[config.mk]
export PLATFORM = sky130hd
export DESIGN_NAME = deflate_stored_block_packer
export DESIGN_NICKNAME = d
export VERILOG_FILES = /design/src/rtl/dsbp_pkg.sv /design/src/rtl/dsbp_out_reg.sv /design/src/rtl/deflate_stored_block_packer.sv
export VERILOG_INCLUDE_DIRS = /design/src /design/src/rtl
export SDC_FILE = /design/constraint.sdc
export NUM_CORES = 1
export LEC_CHECK = 0
export ABC_AREA = 1
export BUFFER_PORTS_ARGS = -buffer_cell sky130_fd_sc_hd__buf_2
export CAP_MARGIN = 40
export CORE_MARGIN = 2
export CORE_UTILIZATION = 37
export DETAILED_ROUTE_END_ITERATION = 10
export GPL_ROUTABILITY_DRIVEN = 0
export SLEW_MARGIN = 30
export SYNTH_ARGS = -nofsm -noshare
export SYNTH_HDL_FRONTEND = slang
export SYNTH_SLANG_ARGS = --single-unit
[constraint.sdc]
create_clock -name clock -period 4.6 [get_ports clock]
set_input_delay 0.69 -clock clock [delete_from_list [all_inputs] [get_ports clock]]
set_output_delay 0.69 -clock clock [all_outputs]
set_load 0.02 [all_outputs]
[src/rtl/deflate_stored_block_packer_defines.svh]
// Assertion macros for the stored-block packer.
`ifndef DEFLATE_STORED_BLOCK_PACKER_DEFINES_SVH
`define DEFLATE_STORED_BLOCK_PACKER_DEFINES_SVH

// A property that must hold in the same cycle as its trigger.
`define DSBP_ASSERT_SAME(label, clk, rst, trig, cond, msg) \
   label: assert property (@(posedge clk) disable iff (rst) (trig) |-> (cond)) else $error(msg);

// A property that must hold in the cycle after its trigger.
`define DSBP_ASSERT_NEXT(label, clk, rst, trig, cond, msg) \
   label: assert property (@(posedge clk) disable iff (rst) (trig) |=> (cond)) else $error(msg);

`endif

[src/rtl/dsbp_pkg.sv]
// Types, constants and header helper shared by the stored-block packer.
package dsbp_pkg;

   typedef enum logic [2:0] {
      ST_IDLE = 3'b001,
      ST_HDR  = 3'b010,
      ST_DATA = 3'b100
   } state_type;

   localparam logic OP_DATA   = 1'b0;
   localparam logic OP_FINISH = 1'b1;

   // Header bytes are numbered 0 to 4.
   localparam logic [2:0] HDR_LAST = 3'd4;

   typedef struct packed {
      logic [7:0] out_byte;
      logic       block_last;
   } out_item_type;

   // One byte of the five-byte stored-block header.
   function automatic logic [7:0] header_byte(input logic [2:0] idx,
                                              input logic final_flag,
                                              input logic [15:0] len);
      logic [15:0] nlen;
      logic [7:0]  result;
      nlen = ~len;
      unique case (idx)
         3'd0:    result = {7'b0, final_flag};
         3'd1:    result = len[7:0];
         3'd2:    result = len[15:8];
         3'd3:    result = nlen[7:0];
         3'd4:    result = nlen[15:8];
         default: result = 8'h00;
      endcase
      return result;
   endfunction

endpackage

[src/rtl/dsbp_out_reg.sv]
// Output holding register for result items with a valid and ready handshake.
module dsbp_out_reg (
   input  logic                  clock,
   input  logic                  reset,
   input  logic                  load,
   input  dsbp_pkg::out_item_type load_item,
   output logic                  free,
   output logic                  rsp_valid,
   input  logic                  rsp_ready,
   output dsbp_pkg::out_item_type rsp_item
);

   logic                   valid_ff;
   logic                   valid_in;
   dsbp_pkg::out_item_type item_ff;

   assign free      = !valid_ff || rsp_ready;
   assign rsp_valid = valid_ff;
   assign rsp_item  = item_ff;

   always_comb begin
      if (load) begin
         valid_in = 1'b1;
      end else if (rsp_ready) begin
         valid_in = 1'b0;
      end else begin
         valid_in = valid_ff;
      end
   end

   always_ff @(posedge clock) begin
      if (reset) begin
         valid_ff <= 1'b0;
      end else begin
         valid_ff <= valid_in;
      end
   end

   always_ff @(posedge clock) begin
      if (load) begin
         item_ff <= load_item;
      end
   end

endmodule

[src/rtl/deflate_stored_block_packer.sv]
// Data item: written to the block buffer, no result unless it fills the buffer.
// The item that closes a block moves the packer to its header state, from which the first
// header byte is loaded into the output register; then one byte per cycle while rsp_ready
// is high, 5 + LEN bytes per block. Input is held off while a block drains.
// Reset clears state, fill count and output valid; buffer contents stay unwritten.
module deflate_stored_block_packer #(
   parameter int BLOCK_BYTES = 32
) (
   input  logic       clock,
   input  logic       reset,
   input  logic       req_valid,
   output logic       req_ready,
   input  logic       req_opcode,
   input  logic [7:0] req_data_byte,
   output logic       rsp_valid,
   input  logic       rsp_ready,
   output logic [7:0] rsp_out_byte,
   output logic       rsp_block_last
);

   `include "deflate_stored_block_packer_defines.svh"

   localparam int AW = (BLOCK_BYTES > 1) ? $clog2(BLOCK_BYTES) : 1;
   localparam int FW = $clog2(BLOCK_BYTES + 1);

   dsbp_pkg::state_type state_ff, state_in;
   logic [FW-1:0]       fill_ff, fill_in;
   logic [FW-1:0]       len_ff, len_in;
   logic                final_ff, final_in;
   logic [2:0]          hcnt_ff, hcnt_in;
   logic [AW-1:0]       idx_ff, idx_in;

   logic [7:0]          mem [BLOCK_BYTES];
   logic [7:0]          rd_data_ff;
   logic                mem_we;
   logic                rd_en;
   logic [AW-1:0]       rd_addr;

   logic                   out_load;
   logic                   out_free;
   dsbp_pkg::out_item_type out_item;
   dsbp_pkg::out_item_type rsp_item;
   logic                   data_is_last;

   assign req_ready      = (state_ff == dsbp_pkg::ST_IDLE);
   assign rsp_out_byte   = rsp_item.out_byte;
   assign rsp_block_last = rsp_item.block_last;
   assign data_is_last   = ((FW'(idx_ff) + FW'(1)) == len_ff);

   always_comb begin
      state_in = state_ff;
      fill_in  = fill_ff;
      len_in   = len_ff;
      final_in = final_ff;
      hcnt_in  = hcnt_ff;
      idx_in   = idx_ff;
      mem_we   = 1'b0;
      rd_en    = 1'b0;
      rd_addr  = idx_ff;
      out_load = 1'b0;
      out_item.out_byte   = rd_data_ff;
      out_item.block_last = 1'b0;
      unique case (state_ff)
         dsbp_pkg::ST_IDLE: begin
            if (req_valid) begin
               if (req_opcode == dsbp_pkg::OP_FINISH) begin
                  len_in   = fill_ff;
                  final_in = 1'b1;
                  fill_in  = '0;
                  hcnt_in  = '0;
                  state_in = dsbp_pkg::ST_HDR;
               end else begin
                  mem_we = 1'b1;
                  if ((fill_ff + FW'(1)) == FW'(BLOCK_BYTES)) begin
                     len_in   = FW'(BLOCK_BYTES);
                     final_in = 1'b0;
                     fill_in  = '0;
                     hcnt_in  = '0;
                     state_in = dsbp_pkg::ST_HDR;
                  end else begin
                     fill_in = fill_ff + FW'(1);
                  end
               end
            end
         end
         dsbp_pkg::ST_HDR: begin
            if (out_free) begin
               out_load = 1'b1;
               out_item.out_byte = dsbp_pkg::header_byte(hcnt_ff, final_ff, 16'(len_ff));
               out_item.block_last = (hcnt_ff == dsbp_pkg::HDR_LAST) && (len_ff == '0);
               if (hcnt_ff == dsbp_pkg::HDR_LAST) begin
                  if (len_ff == '0) begin
                     state_in = dsbp_pkg::ST_IDLE;
                  end else begin
                     // Fetch the first buffered byte while the last header byte goes out.
                     rd_en    = 1'b1;
                     rd_addr  = '0;
                     idx_in   = '0;
                     state_in = dsbp_pkg::ST_DATA;
                  end
               end else begin
                  hcnt_in = hcnt_ff + 3'd1;
               end
            end
         end
         dsbp_pkg::ST_DATA: begin
            if (out_free) begin
               out_load = 1'b1;
               out_item.block_last = data_is_last;
               if (data_is_last) begin
                  state_in = dsbp_pkg::ST_IDLE;
               end else begin
                  // The read data register holds until the byte it carries is taken.
                  idx_in  = idx_ff + AW'(1);
                  rd_en   = 1'b1;
                  rd_addr = idx_ff + AW'(1);
               end
            end
         end
         default: begin
            state_in = dsbp_pkg::ST_IDLE;
         end
      endcase
   end

   always_ff @(posedge clock) begin
      if (reset) begin
         state_ff <= dsbp_pkg::ST_IDLE;
         fill_ff  <= '0;
      end else begin
         state_ff <= state_in;
         fill_ff  <= fill_in;
      end
   end

   always_ff @(posedge clock) begin
      len_ff   <= len_in;
      final_ff <= final_in;
      hcnt_ff  <= hcnt_in;
      idx_ff   <= idx_in;
   end

   // Writes happen only while idle and reads only while draining, so they never collide.
   always_ff @(posedge clock) begin
      if (mem_we) begin
         mem[fill_ff[AW-1:0]] <= req_data_byte;
      end
      if (rd_en) begin
         rd_data_ff <= mem[rd_addr];
      end
   end

   dsbp_out_reg u_out_reg (
      .clock     (clock),
      .reset     (reset),
      .load      (out_load),
      .load_item (out_item),
      .free      (out_free),
      .rsp_valid (rsp_valid),
      .rsp_ready (rsp_ready),
      .rsp_item  (rsp_item)
   );

   `DSBP_ASSERT_SAME(a_fill_below_block, clock, reset,
      state_ff == dsbp_pkg::ST_IDLE, fill_ff < FW'(BLOCK_BYTES),
      "fill count reached block size while idle")
   `DSBP_ASSERT_NEXT(a_finish_starts_header, clock, reset,
      req_valid && req_ready && (req_opcode == dsbp_pkg::OP_FINISH),
      (state_ff == dsbp_pkg::ST_HDR) && final_ff && (fill_ff == '0),
      "finish item did not start a final block")
   `DSBP_ASSERT_SAME(a_data_index_in_range, clock, reset,
      state_ff == dsbp_pkg::ST_DATA, FW'(idx_ff) < len_ff,
      "data index ran past block length")

endmodule

**Word level (Yosys, flattened, before mapping)**

Memory sizes are Yosys's and may differ from the RTL's. A register that Yosys moved wholly into a read port is not among the register bits.
Cells that the tools add are included.

- Word-level logic and storage cells: 89
- Memory bits (writable): 256
- Memories: 1
- Output and inout bits: 11
- Register bits: 34

- Equality and inequality tests: 15
- Reductions and logical operators: 13
- Mux-type cells: 46
- Add/sub/neg operators: 4
- Bitwise gates (word level): 1

Memories:

| memory | depth | bits a word | read ports | clocked after Yosys merged registers in | wr ports | RTL line | text |
|---|---|---|---|---|---|---|---|
| mem | 32 | 8 | 1 | 1 | 1 | deflate_stored_block_packer.sv:33 | `logic [7:0] mem [BLOCK_BYTES];` |

Operators by type and width:

| cell | count |
|---|---|
| 3-bit two-way mux | 13 |
| 8-bit case mux with 4 select lines | 1 |
| 5-bit two-way mux | 5 |
| 6-bit two-way mux | 4 |
| 1-bit two-way mux | 16 |
| 6-bit NOT with 16-bit output | 1 |
| 2-bit inequality test, second input constant | 6 |
| 5-bit case mux with 2 select lines | 1 |
| 9-bit two-way mux | 1 |
| 3-bit case mux with 3 select lines | 1 |
| 8-bit two-way mux | 1 |
| 5-bit by 1-bit adder with 6-bit output, second input constant | 1 |
| 6-bit by 1-bit adder with 6-bit output, second input constant | 1 |
| 3-bit by 1-bit equality test with 1-bit output, second input constant | 2 |
| 3-bit by 2-bit equality test with 1-bit output, second input constant | 2 |
| 3-bit equality test, second input constant | 2 |
| 6-bit equality test | 1 |
| 6-bit equality test, second input constant | 1 |
| 6-bit zero test | 1 |
| 3-bit case mux with 2 select lines | 1 |
| 6-bit AND reduction | 1 |
| 2-bit nonzero test | 3 |
| 5-bit by 1-bit adder with 5-bit output, second input constant | 1 |
| 5-bit AND reduction | 1 |
| 10 further kinds | 11 |

**Longest topological paths before layout**

Gate-level depths: netlist (run 1).

- Depth in word-level cells: 6
- Mapped depth: 22
- Depth with buffers taken out: 20

**Cells and area by module**

Synthesis (run 1) repeated with hierarchy kept, for this count alone.

- Cells, all modules: 1329
- Area, all modules: 13769.5 µm²

Modules (own cells, without submodules):

| module | area each (µm²) | cells an instance | times used | sequential area each (µm²) |
|---|---|---|---|---|
| deflate_stored_block_packer | 13456.7 | 1315 | 1 | 8508.2 |
| dsbp_out_reg | 312.8 | 14 | 1 | 290.3 |

**Worst setup path before layout (run 1)**

Ideal clock, no wire load.

- Path kind: reg2reg
- Start: register idx_ff[0]
- End: register rd_data_ff[2], read port of mem, data pin
- Cell stages (with the launch flop): 23
- Required time: 4347 ps
- Arrival time: 2212 ps
- Buffers on the path: 2
- Clock period less this slack: 2465 ps
- Slack: 2135 ps
- Setup time: 253 ps
- Cell sequence: dfxtp_1 -> ha_1 -> inv_1 -> nand2_1 -> nand2_1 -> nand2_1 -> nand2_1 -> nor2_1 -> nand3_1 -> o21bai_2 -> nand2_1 -> nand3_1 -> nand2_1 -> nand2_1 -> buf_2 -> buf_2 -> nand2_1 -> nand3_1 -> nand3_1 -> nand3_1 -> nand2_1 -> nand2_1 -> nand2_1

- Word-level cells in the longest chain between the ends: 5

RTL lines:

| what | RTL line | text |
|---|---|---|
| start, declared | deflate_stored_block_packer.sv:31 | `logic [AW-1:0] idx_ff, idx_in;` |
| start signal, assigned | deflate_stored_block_packer.sv:140 | `idx_ff <= idx_in;` |
| 5-bit by 1-bit adder with 6-bit output | deflate_stored_block_packer.sv:48 | `assign data_is_last = ((FW'(idx_ff) + FW'(1)) == len_ff);` |
| 6-bit equality test | deflate_stored_block_packer.sv:48 |  |
| 5-bit two-way mux or 1-bit two-way mux (tied branches) | deflate_stored_block_packer.sv:110 | `if (data_is_last) begin` |
| 5-bit two-way mux or 1-bit two-way mux (tied branches) | n/a |  |
| 5-bit case mux with 2 select lines or 1-bit case mux with 2 select lines (tied branches) | deflate_stored_block_packer.sv:63 | `unique case (state_ff)` |
| end, declared | deflate_stored_block_packer.sv:34 | `logic [7:0] rd_data_ff;` |

Several ways; a longest one is shown, not always the timed one.
A chain may end at the register's enable or synchronous reset.

**Worst setup path after layout (run 1)**

- Start: register idx_ff[0]
- End: register rd_data_ff[0], read port of mem, data pin

Same word-level chain as after synthesis.

==> results of run 1 <==
==> routing by layer <==
layer  global-route usage  wire (um)  part of all wire  vias to the layer above
li1                     -          -                 -                     4584
met1               0.2649      15400              0.44                     4649
met2               0.2911      16100              0.46                      345
met3              0.03807       2930             0.083                       70
met4              0.05124        718             0.020                        2
met5                    0         12           0.00034                        -
==> power by group through the flow <==
stage / clock [mW] / combinational, mW / sequential (mW)
after CTS: 2.65 / 2.90 / 3.13
after floorplan: 0 / 2.10 / 3.17
after detailed placement: 0 / 2.89 / 3.19
final: 2.61 / 2.91 / 3.14
after global placement: 0 / 2.89 / 3.19
after global routing: 2.78 / 3.24 / 3.14
==> cell usage after synthesis (all sizes together) (2+ instances only) <==
| library cell | count | area share |
|---|---|---|
| nand2 | 249 | 0.068 |
| a31oi | 4 | 0.0018 |
| a22o | 6 | 0.0038 |
| o211ai | 2 | 0.0011 |
| a211oi | 2 | 0.0011 |
| xor2 | 2 | 0.0013 |
| clkbuf | 20 | 0.0054 |
| nand4 | 3 | 0.0014 |
| buf | 50 | 0.021 |
| ha | 9 | 0.0082 |
| nor3 | 5 | 0.0025 |
| nor4 | 2 | 0.00091 |
| a21oi | 11 | 0.0040 |
| o21ai | 8 | 0.0034 |
| nand3b | 81 | 0.044 |
| nor2 | 68 | 0.020 |
| inv | 228 | 0.062 |
| nand3 | 301 | 0.11 |
| dfxtp | 15 | 0.022 |
| edfxtp | 283 | 0.62 |
==> flip-flops by register name, summed over array words and instances, names as in the netlist, 3 cells and up <==
register,flops
idx_ff,5
fill_ff,6
len_ff,6
mem,256
hcnt_ff,3
rd_data_ff,8
state_ff,3
u_out_reg.rsp_item,9
==> per-stage QoR <==
stage,worst slack (ps),hold slack (ps),utilization
6_report,927.6,442.2,0.4212
5_1_grt,617.9,449.0,0.4212
4_1_cts,987.8,437.5,0.4193
3_5_place_dp,833.6,465.3,0.3902
3_3_place_gp,816.7,457.9,0.3900
2_1_floorplan,2135,445.3,-
==> kinds of logic (layout without fill, tap and decap cells) <==
logic type,Yosys count,in the layout,synth area share
AND/OR/NAND/NOR,709,709,0.2461
adder cells (fa/ha/maj),9,9,0.008154
flip-flops,298,298,0.6371
XOR/XNOR,2,2,0.001269
AO/OA/AOI/OAI,39,39,0.01912
buffers and inverters,299,334,0.08824
==> worst max-delay path by stage <==
| stage | start | endpoint | slack [ps] | depth (start not counted) |
|---|---|---|---|---|
| final | idx_ff[0]$_DFF_P_ | rd_data_ff[0]$_DFFE_PP_ | 930 | 19 |
| after global routing | idx_ff[0]$_DFF_P_ | rd_data_ff[0]$_DFFE_PP_ | 620 | 19 |
| after CTS | hcnt_ff[0]$_SDFFCE_PN0P_ | rd_data_ff[0]$_DFFE_PP_ | 990 | 16 |
| after detailed placement | rsp_ready | rd_data_ff[0]$_DFFE_PP_ | 830 | 14 |
| after global placement | rsp_ready | rd_data_ff[0]$_DFFE_PP_ | 820 | 14 |
| after floorplan | idx_ff[0]$_DFF_P_ | rd_data_ff[2]$_DFFE_PP_ | 2140 | 22 |
==> final cells by class <==
class	count	area [sq um]	area share
sequential	298	8798	0.5692
multi-input combinational	759	3816	0.2469
clock buffer	45	933.4	0.06038
inverter	229	859.6	0.05560
tap	468	585.6	0.03788
timing repair buffer	47	332.8	0.02153
clock inverter	13	132.6	0.008579
==> qor.csv, run 1 <==
stage,metric,value,unit
run_status,outcome,"complete, no violations",
synth,"EDFF count, synth",283,
clock_tree,clk_lat worst skew,530,ps
routing,Remaining DRCs,0,
clock_tree,clock slew at reported path FFs,60,ps
place,# port buffers,23,
floorplan,die area,38890,sq um
synth,Synth cell types,37,
clock_tree,CTS H-tree depth,2,
floorplan,Initial Util,0.3763,
global_route,largest net degree at the start of global routing,74,
synth,sequential area share after synthesis,0.6371,
sta,final setup TNS,0,ps
layout,ant diodes,0,
pwr,internal power,5.459,mW
critical_path,"setup slack, reg-to-reg",930,ps
routing,ANT nets after route,0,
layout,Final nets,1391,
sta,Final Critical Period,3672,ps
global_route,initial antenna violation count,1,
critical_path,CP required,4860,ps
hold_path,Worst Hold Depth,2,
floorplan,Die X,197.2,um
sta,count of final setup violators,0,
critical_path,"slowest stage delay, CP",460,ps
synth,async set-reset flop share out of synthesis,0,
sta,RSZ-0062 raised after global routing,false,
critical_path,CP startpoint kind,register,
clock_tree,post-CTS setup buffer count,0,
routing,final wirelength,35160,um
layout,Layout fillers,3514,
synth,Synth Flop Type,edfxtp_1,
floorplan,floorplan core area,36700,sq um
clock_tree,post-cts resize count,0,
global_route,number of global-route vias before repair,9336,
pwr,Tot Pwr,8.658,mW
layout,"Design Area, Final",15460,sq um
global_route,first-pass GRT wire length,55420,um
critical_path,"Arr. time, crit path",3940,ps
pwr,"IR drop worst, VDD",0.2889,mV
layout,layout cell share with drive strength beyond 1,0.07692,
layout,synthesis-to-finish area growth,11.93,%
routing,Initial DRC Count,1029,
critical_path,worst r2r src,idx_ff[0]$_DFF_P_,
critical_path,critical path cell sequence,ha_1 > nand4_1 > nand2_1 > nand2_1 > nand2_1 > nand2_1 > o21bai_2 > nand2_1 > nand3_1 > nand2_4 > nand2_4 > buf_4 > nand2_1 > nand3_1 > nand3_1 > nand3_1 > nand2_1 > nand2_1 > nand2_1,
floorplan,Die H,197.2,um
critical_path,worst-path maximum fanout,33,
clock_tree,CTS Hold Bufs,0,
routing,Via Count,9650,
critical_path,path depth of the worst reg2reg path,19,
hold_path,HP Start,reset,
sta,Clock Skews,19.35,ps
synth,"FF+latch count, synth",298,
pwr,switching power,3.198,mW
sta,max frequency,272.3,MHz
floorplan,Ports,24,
synth,cell area after synthesis,13810,sq um
hold_path,HP Class,input pin to register,
pwr,power density over the cells,560.0,nW/um^2
pwr,Clock power frac,0.301,
global_route,Total GRT Usage,0.1866,
synth,Post-Syn Instances,1356,
synth,Synth warnings,0,
clock_tree,Max clock buf depth,3,
flow_run,Max-Cap Viols,0,
sta,fin crit share,0.7983,
pwr,Sw Share,0.3694,
routing,Via density,5.191,
routing,TritonRoute pass-1 iters,5,
sta,slew of the pin with the lowest slew margin,904.5,ps
sta,final slew viol count,0,
place,HPWL Detailed,21500,um
layout,"commonest non-fill, non-tap cells in the layout","nand3_1 (301), edfxtp_1 (283), nand2_1 (245)",
pwr,Flop pwr share,0.362,
global_route,gr ovfl total,0,
critical_path,CP endpoint kind,register,
synth,Syn Nets,1378,
pwr,Leakage Power,6.246,nW
routing,drt wl/cell,18.91,um
synth,Syn Area/Cell,10.18,sq um
pwr,Combinational Power Share,0.337,
critical_path,kind of critical path,register to register,
critical_path,CP dominant cell by count,nand2_1,
clock_tree,Num Clock Sinks,298,
place,placed cell count,1793,
critical_path,WP buf/inv,1,
place,dpl cell area,14320,sq um
sta,final hold violation count,0,
floorplan,Rows,70,
critical_path,Critical R2R Capture,rd_data_ff[0]$_DFFE_PP_,
clock_tree,Root Buffer,clkbuf_16,
critical_path,Crit path max-delay family,simple AND/OR/NAND/NOR gates,
clock_tree,total CTS buffers,34,
clock_tree,CTS tree,done,
layout,Final Instance Count excl. Fillers,1859,
hold_path,WHS Endpoint,fill_ff[1]$_SDFFE_PP0P_,
layout,"most common cell after layout, fill and taps aside",nand3_1,
sta,Relative slew margins,0.3969,
critical_path,Critical Path Slowest Stage Cell,dfxtp_1,
Note: power is estimated with default switching activity, not from simulation.
==> run 2: changes to the inputs <==
==> constraint.sdc (replaced) <==
create_clock -name clock -period 3.3 [get_ports clock]
set_input_delay 0.495 -clock clock [delete_from_list [all_inputs] [get_ports clock]]
set_output_delay 0.495 -clock clock [all_outputs]
set_load 0.02 [all_outputs]
==> run 2 against run 1 <==
  * Non-clock buffer count rose by 13
  * Count of clock-buffer cells in the layout increased by 4
  * Fmax grew 19%
  * Cell count rose by 0.86%
  * Utilization is 0.74 points higher
  * Critical endpoint is now rd_data_ff[7]$_DFFE_PP_
  * Clock skew decreased by 6.5 ps
  * Register-to-register slack got worse by 720 ps
  * Via count shrank 0.88%
  * Highest routed layer is now met4
  * Die area did not move
  * Sequential power grew 39%
  * Largest cell class unchanged
  * Routed wire length fell by 1.6%
==> qor.csv, run 2 (synthesis results as in run 1) <==
stage,metric,value,unit
routing,met1 WL,15880,um
pwr,"IR drop worst, VDD",0.4132,mV
sta,Relative slew margins,0.4271,
layout,layout cell share with drive strength beyond 1,0.08742,
layout,synthesis-to-finish area growth,13.91,%
global_route,number of global-route vias before repair,9098,
floorplan,die area,38890,sq um
critical_path,worst-path maximum fanout,62,
hold_path,HP Class,input pin to register,
sta,Clock Skews,12.89,ps
routing,final wirelength,34590,um
sta,final slew viol count,0,
global_route,largest net degree at the start of global routing,78,
sta,final hold violation count,0,
clock_tree,Root Buffer,clkbuf_16,
place,HPWL Detailed,21560,um
pwr,Tot Pwr,12.45,mW
pwr,Combinational Power Share,0.344,
layout,"Design Area, Final",15730,sq um
sta,count of final setup violators,0,
pwr,Clock power frac,0.304,
layout,ant diodes,0,
routing,ANT nets after route,0,
layout,Final Instance Count excl. Fillers,1875,
clock_tree,total CTS buffers,35,
sta,Final Critical Period,3089,ps
pwr,Leakage Power,6.390,nW
sta,PnR worst setup slack,211.1,ps
place,Place WS,248.3,ps
flow_run,Max-Cap Viols,0,
sta,Worst Hold Slack,278.5,ps
critical_path,Worst setup startpoint,hcnt_ff[0]$_SDFFCE_PN0P_,
routing,met3 WL,2214,um
sta,final setup TNS,0,ps
clock_tree,Max clock buf depth,3,
floorplan,Die H,197.2,um
sta,slew of the pin with the lowest slew margin,859.2,ps
layout,Final nets,1405,
clock_tree,CTS H-tree depth,2,
global_route,initial antenna violation count,0,
layout,max reg flops,256,
routing,Remaining DRCs,0,
pwr,internal power,7.970,mW
place,dpl cell area,14540,sq um
routing,WL met2,15480,um
routing,drt wl/cell,18.45,um
critical_path,"Arr. time, crit path",3350,ps
pwr,Sw Share,0.3597,
run_status,outcome,"complete, no violations",
critical_path,CP startpoint kind,register,
critical_path,CP required,3560,ps
layout,"commonest non-fill, non-tap cells in the layout","nand3_1 (301), edfxtp_1 (283), nand2_1 (245)",
routing,TritonRoute pass-1 iters,5,
global_route,Total GRT Usage,0.1794,
critical_path,kind of critical path,register to register,
routing,Via Count,9565,
clock_tree,clk_lat worst skew,510,ps
routing,Initial DRC Count,908,
floorplan,Initial Util,0.3763,
floorplan,Ports,24,
hold_path,Worst Hold Depth,2,
layout,final core utilization,0.4287,
sta,RSZ-0062 raised after global routing,false,
floorplan,floorplan core area,36700,sq um
floorplan,Rows,70,
routing,top sig layer,met4,
routing,Via density,5.101,
layout,"most common cell after layout, fill and taps aside",nand3_1,
sta,fin crit share,0.9360,
floorplan,Die X,197.2,um
clock_tree,CTS tree,done,
place,placed cell count,1811,
pwr,power density over the cells,791.2,nW/um^2
critical_path,path depth of the worst reg2reg path,16,
clock_tree,clock slew at reported path FFs,60,ps
clock_tree,Num Clock Sinks,298,
place,# port buffers,23,
pwr,switching power,4.477,mW
hold_path,HP Start,reset,
clock_tree,CTS Hold Bufs,0,
pwr,Flop pwr share,0.351,
critical_path,worst r2r src,hcnt_ff[0]$_SDFFCE_PN0P_,
sta,max frequency,323.7,MHz
layout,Layout fillers,3391,
global_route,gr ovfl total,0,
global_route,first-pass GRT wire length,53230,um
critical_path,CP endpoint kind,register,
## run 2: layer usage
| layer | vias to the layer above | track usage |
|---|---|---|
| li1 | 4612 | - |
| met2 | 322 | 0.2749 |
| met4 | 0 | 0.06461 |
| met1 | 4555 | 0.2540 |
| met5 | - | 0 |
| met3 | 76 | 0.03449 |
## run 2: final cells by class
| type | count | area [sq um] | area share |
|---|---|---|---|
| clock buffers | 49 | 980.9 | 0.06236 |
| clock inverters | 12 | 136.4 | 0.008669 |
| inverters | 229 | 859.6 | 0.05464 |
| multi-input cells | 759 | 3816 | 0.2426 |
| flip-flops and latches | 298 | 8800 | 0.5594 |
| well taps | 468 | 585.6 | 0.03722 |
| repair buffers | 60 | 553.0 | 0.03515 |
## run 2: power groups by stage
stage	Sequential [mW]	Clock (mW)	Combinational, mW
floorplan	4.41	0	2.93
global placement	4.45	0	4.23
detailed placement	4.45	0	4.26
CTS	4.37	3.86	4.28
global route	4.39	4.01	4.72
finish	4.37	3.79	4.28
## run 2: critical path, cell delays in order (launching register included)
cell	delay, ps
edfxtp_1	460
inv_1	90
ha_1	160
nand2_1	160
inv_1	180
nand3_1	230
a31oi_1	300
nand2_4	120
nand2_4	160
buf_16	250
nand2_1	120
nand3_1	110
nand3_1	100
nand3_1	150
nand2_1	70
nand2_1	50
nand2_1	60
## run 2: final timing paths
kind / slack [ps] / to
worst max-delay path: 210 / rd_data_ff[7]$_DFFE_PP_
worst min-delay path: 280 / fill_ff[5]$_SDFFE_PP0P_
worst max register to register: 210 / rd_data_ff[7]$_DFFE_PP_
worst min register to register: 470 / fill_ff[5]$_SDFFE_PP0P_
## run 2: repair_timing
item                       4_1_cts  5_1_grt
hold endpoints to repair         0        0
resized for setup                0        2
setup endpoints to repair        0        7
setup buffers                    0        0
==> run 3: changes to the inputs <==
--- a/config.mk
+++ b/config.mk
@@ -9,11 +9,11 @@
 export ABC_AREA = 1
 export BUFFER_PORTS_ARGS = -buffer_cell sky130_fd_sc_hd__buf_2
 export CAP_MARGIN = 40
+export CORE_ASPECT_RATIO = 1.75
 export CORE_MARGIN = 2
 export CORE_UTILIZATION = 37
 export DETAILED_ROUTE_END_ITERATION = 10
 export GPL_ROUTABILITY_DRIVEN = 0
-export SLEW_MARGIN = 30
 export SYNTH_ARGS = -nofsm -noshare
 export SYNTH_HDL_FRONTEND = slang
 export SYNTH_SLANG_ARGS = --single-unit
==> run 3 against run 2 <==
  * Routed wire length is 3.1% higher
  * First-iteration DRC count down 25%
  * Non-clock buffer count grew 9
  * Critical endpoint is now rd_data_ff[2]$_DFFE_PP_
  * Critical path depth is 5 higher
  * Clock power is 18% lower
  * Sequential share of layout area up 0.58 points
  * Global-route usage up 0.62 points
  * Count of clock-buffer cells in the layout down 19
  * Via count grew 0.25%
  * Worst setup slack better by 35 ps
  * Die area increased by 0.16%
  * Cell area decreased by 1.0%
  * Critical path type unchanged
==> qor.csv, run 3 (synthesis results as in run 1) <==
stage,metric,value,unit
run_status,outcome,"complete, no violations",
critical_path,critical path cell sequence,ha_2 > inv_1 > nand2_1 > nand2_1 > nand2_1 > nand2_1 > nor2_1 > nand3_1 > o21bai_2 > nand2_1 > nand3_1 > nand2_4 > nand2_4 > buf_6 > nand2_1 > nand3_1 > nand3_1 > nand3_1 > nand2_1 > nand2_1 > nand2_1,
routing,Remaining DRCs,0,
clock_tree,Root Buffer,clkbuf_16,
floorplan,Die H,259.6,um
routing,Via density,5.111,
layout,synthesis-to-finish area growth,12.75,%
pwr,Leakage Power,6.306,nW
critical_path,"Arr. time, crit path",3370,ps
routing,Initial DRC Count,679,
hold_path,WHS Endpoint,fill_ff[4]$_SDFFE_PP0P_,
sta,Final Critical Period,3054,ps
floorplan,Initial Util,0.3756,
place,# port buffers,23,
pwr,Tot Pwr,11.89,mW
pwr,"IR drop worst, VDD",0.3717,mV
critical_path,CP startpoint kind,register,
sta,count of final setup violators,0,
floorplan,Rows,93,
global_route,number of global-route vias before repair,9721,
global_route,initial antenna violation count,0,
critical_path,worst r2r src,idx_ff[1]$_DFF_P_,
sta,final setup TNS,0,ps
clock_tree,clk_lat worst skew,550,ps
clock_tree,Num Clock Sinks,298,
pwr,power density over the cells,763.3,nW/um^2
floorplan,Die X,150.0,um
critical_path,worst-path maximum fanout,33,
clock_tree,CTS Hold Bufs,0,
critical_path,CP dominant cell by count,nand2_1,
clock_tree,post-cts resize count,0,
routing,ANT nets after route,0,
floorplan,floorplan core area,36770,sq um
critical_path,"slowest stage delay, CP",410,ps
critical_path,CP required,3610,ps
critical_path,path depth of the worst reg2reg path,21,
layout,"commonest non-fill, non-tap cells in the layout","nand3_1 (300), edfxtp_1 (283), nand2_1 (245)",
critical_path,kind of critical path,register to register,
clock_tree,CTS tree,done,
critical_path,"setup slack, reg-to-reg",250,ps
layout,multi-input logic area,3831,sq um
global_route,first-pass GRT wire length,54980,um
layout,layout cell share with drive strength beyond 1,0.09065,
floorplan,Ports,24,
sta,fin crit share,0.9253,
routing,Via Count,9589,
sta,Clock Skews,13.27,ps
clock_tree,total CTS buffers,26,
sta,RSZ-0062 raised after global routing,true,
layout,ant diodes,0,
clock_tree,CTS H-tree depth,1,
sta,Relative slew margins,0.4047,
sta,max frequency,327.5,MHz
critical_path,Critical Path Slowest Stage Cell,dfxtp_1,
layout,sequential cell area,8800,sq um
floorplan,die area,38950,sq um
global_route,largest net degree at the start of global routing,53,
hold_path,HP Class,input pin to register,
hold_path,HP Start,reset,
layout,max reg flops,256,
global_route,Total GRT Usage,0.1856,
layout,Layout fillers,3541,
flow_run,Max-Cap Viols,0,
clock_tree,clock slew at reported path FFs,70,ps
routing,TritonRoute pass-1 iters,5,
clock_tree,Max clock buf depth,3,
critical_path,Critical R2R Capture,rd_data_ff[2]$_DFFE_PP_,
routing,drt wl/cell,19.00,um
routing,final wirelength,35650,um
place,HPWL Detailed,23550,um
sta,slew of the pin with the lowest slew margin,893.0,ps
sta,final slew viol count,0,
layout,Final nets,1405,
clock_tree,post-CTS setup buffer count,0,
critical_path,CP endpoint kind,register,
layout,"most common cell after layout, fill and taps aside",nand3_1,
sta,final hold violation count,0,
hold_path,Worst Hold Depth,2,
global_route,gr ovfl total,0,
## run 3: cell type report
type,instances,share of cell area
flip-flops and latches,298,0.5651
multi-input cells,759,0.2460
clock buffers,30,0.04411
repair buffers,69,0.04026
clock inverters,16,0.01109
well taps,475,0.03817
inverters,229,0.05520
## run 3: through the flow
stage / hold slack [ps] / utilization / worst slack (ps) / cell area [sq um] / instances
after floorplan: 445.3 / - / 835.1 / 13810 / 1356
after detailed placement: 459.5 / 0.3996 / 110.5 / 14690 / 1830
final: 258.4 / 0.4235 / 246.5 / 15570 / 1876
after CTS: 234.5 / 0.4229 / 95.29 / 15550 / 1876
after global placement: 458.0 / 0.3985 / 101.6 / 14650 / 1828
after global routing: 264.5 / 0.4235 / -10.45 / 15570 / 1876
## run 3: where the power goes
part	switching, mW	total [mW]	leakage (nW)	internal (mW)
registers	0.102	4.38	2.67	4.27
logic	3.01	4.42	3.22	1.41
clock network	1.35	3.09	0.410	1.73
## run 3: worst max-delay path, delay by kind of cell, from the launching register on
family	cells	cell delay, ps
simple gates	17	1590
flops	1	410
buf+inv	2	310
fa+ha+maj	1	240
compound gates	1	220
## run 3: worst max path at each step
stage | start | end | slack [ps] | depth (start not counted)
floorplan | idx_ff[0]$_DFF_P_ | rd_data_ff[2]$_DFFE_PP_ | 840 | 22
global placement | idx_ff[0]$_DFF_P_ | rd_data_ff[2]$_DFFE_PP_ | 100 | 21
detailed placement | idx_ff[0]$_DFF_P_ | rd_data_ff[1]$_DFFE_PP_ | 110 | 21
CTS | idx_ff[0]$_DFF_P_ | rd_data_ff[1]$_DFFE_PP_ | 100 | 21
global route | idx_ff[1]$_DFF_P_ | rd_data_ff[6]$_DFFE_PP_ | -10 | 21
finish | idx_ff[1]$_DFF_P_ | rd_data_ff[2]$_DFFE_PP_ | 250 | 21
## run 3: routing by layer
layer | part of all wire | wire [um] | GRT usage
met1 | 0.37 | 13300 | 0.2064
met2 | 0.52 | 18410 | 0.3338
met3 | 0.041 | 1463 | 0.01912
met4 | 0.069 | 2470 | 0.1184
met5 | 0 | 0 | 0
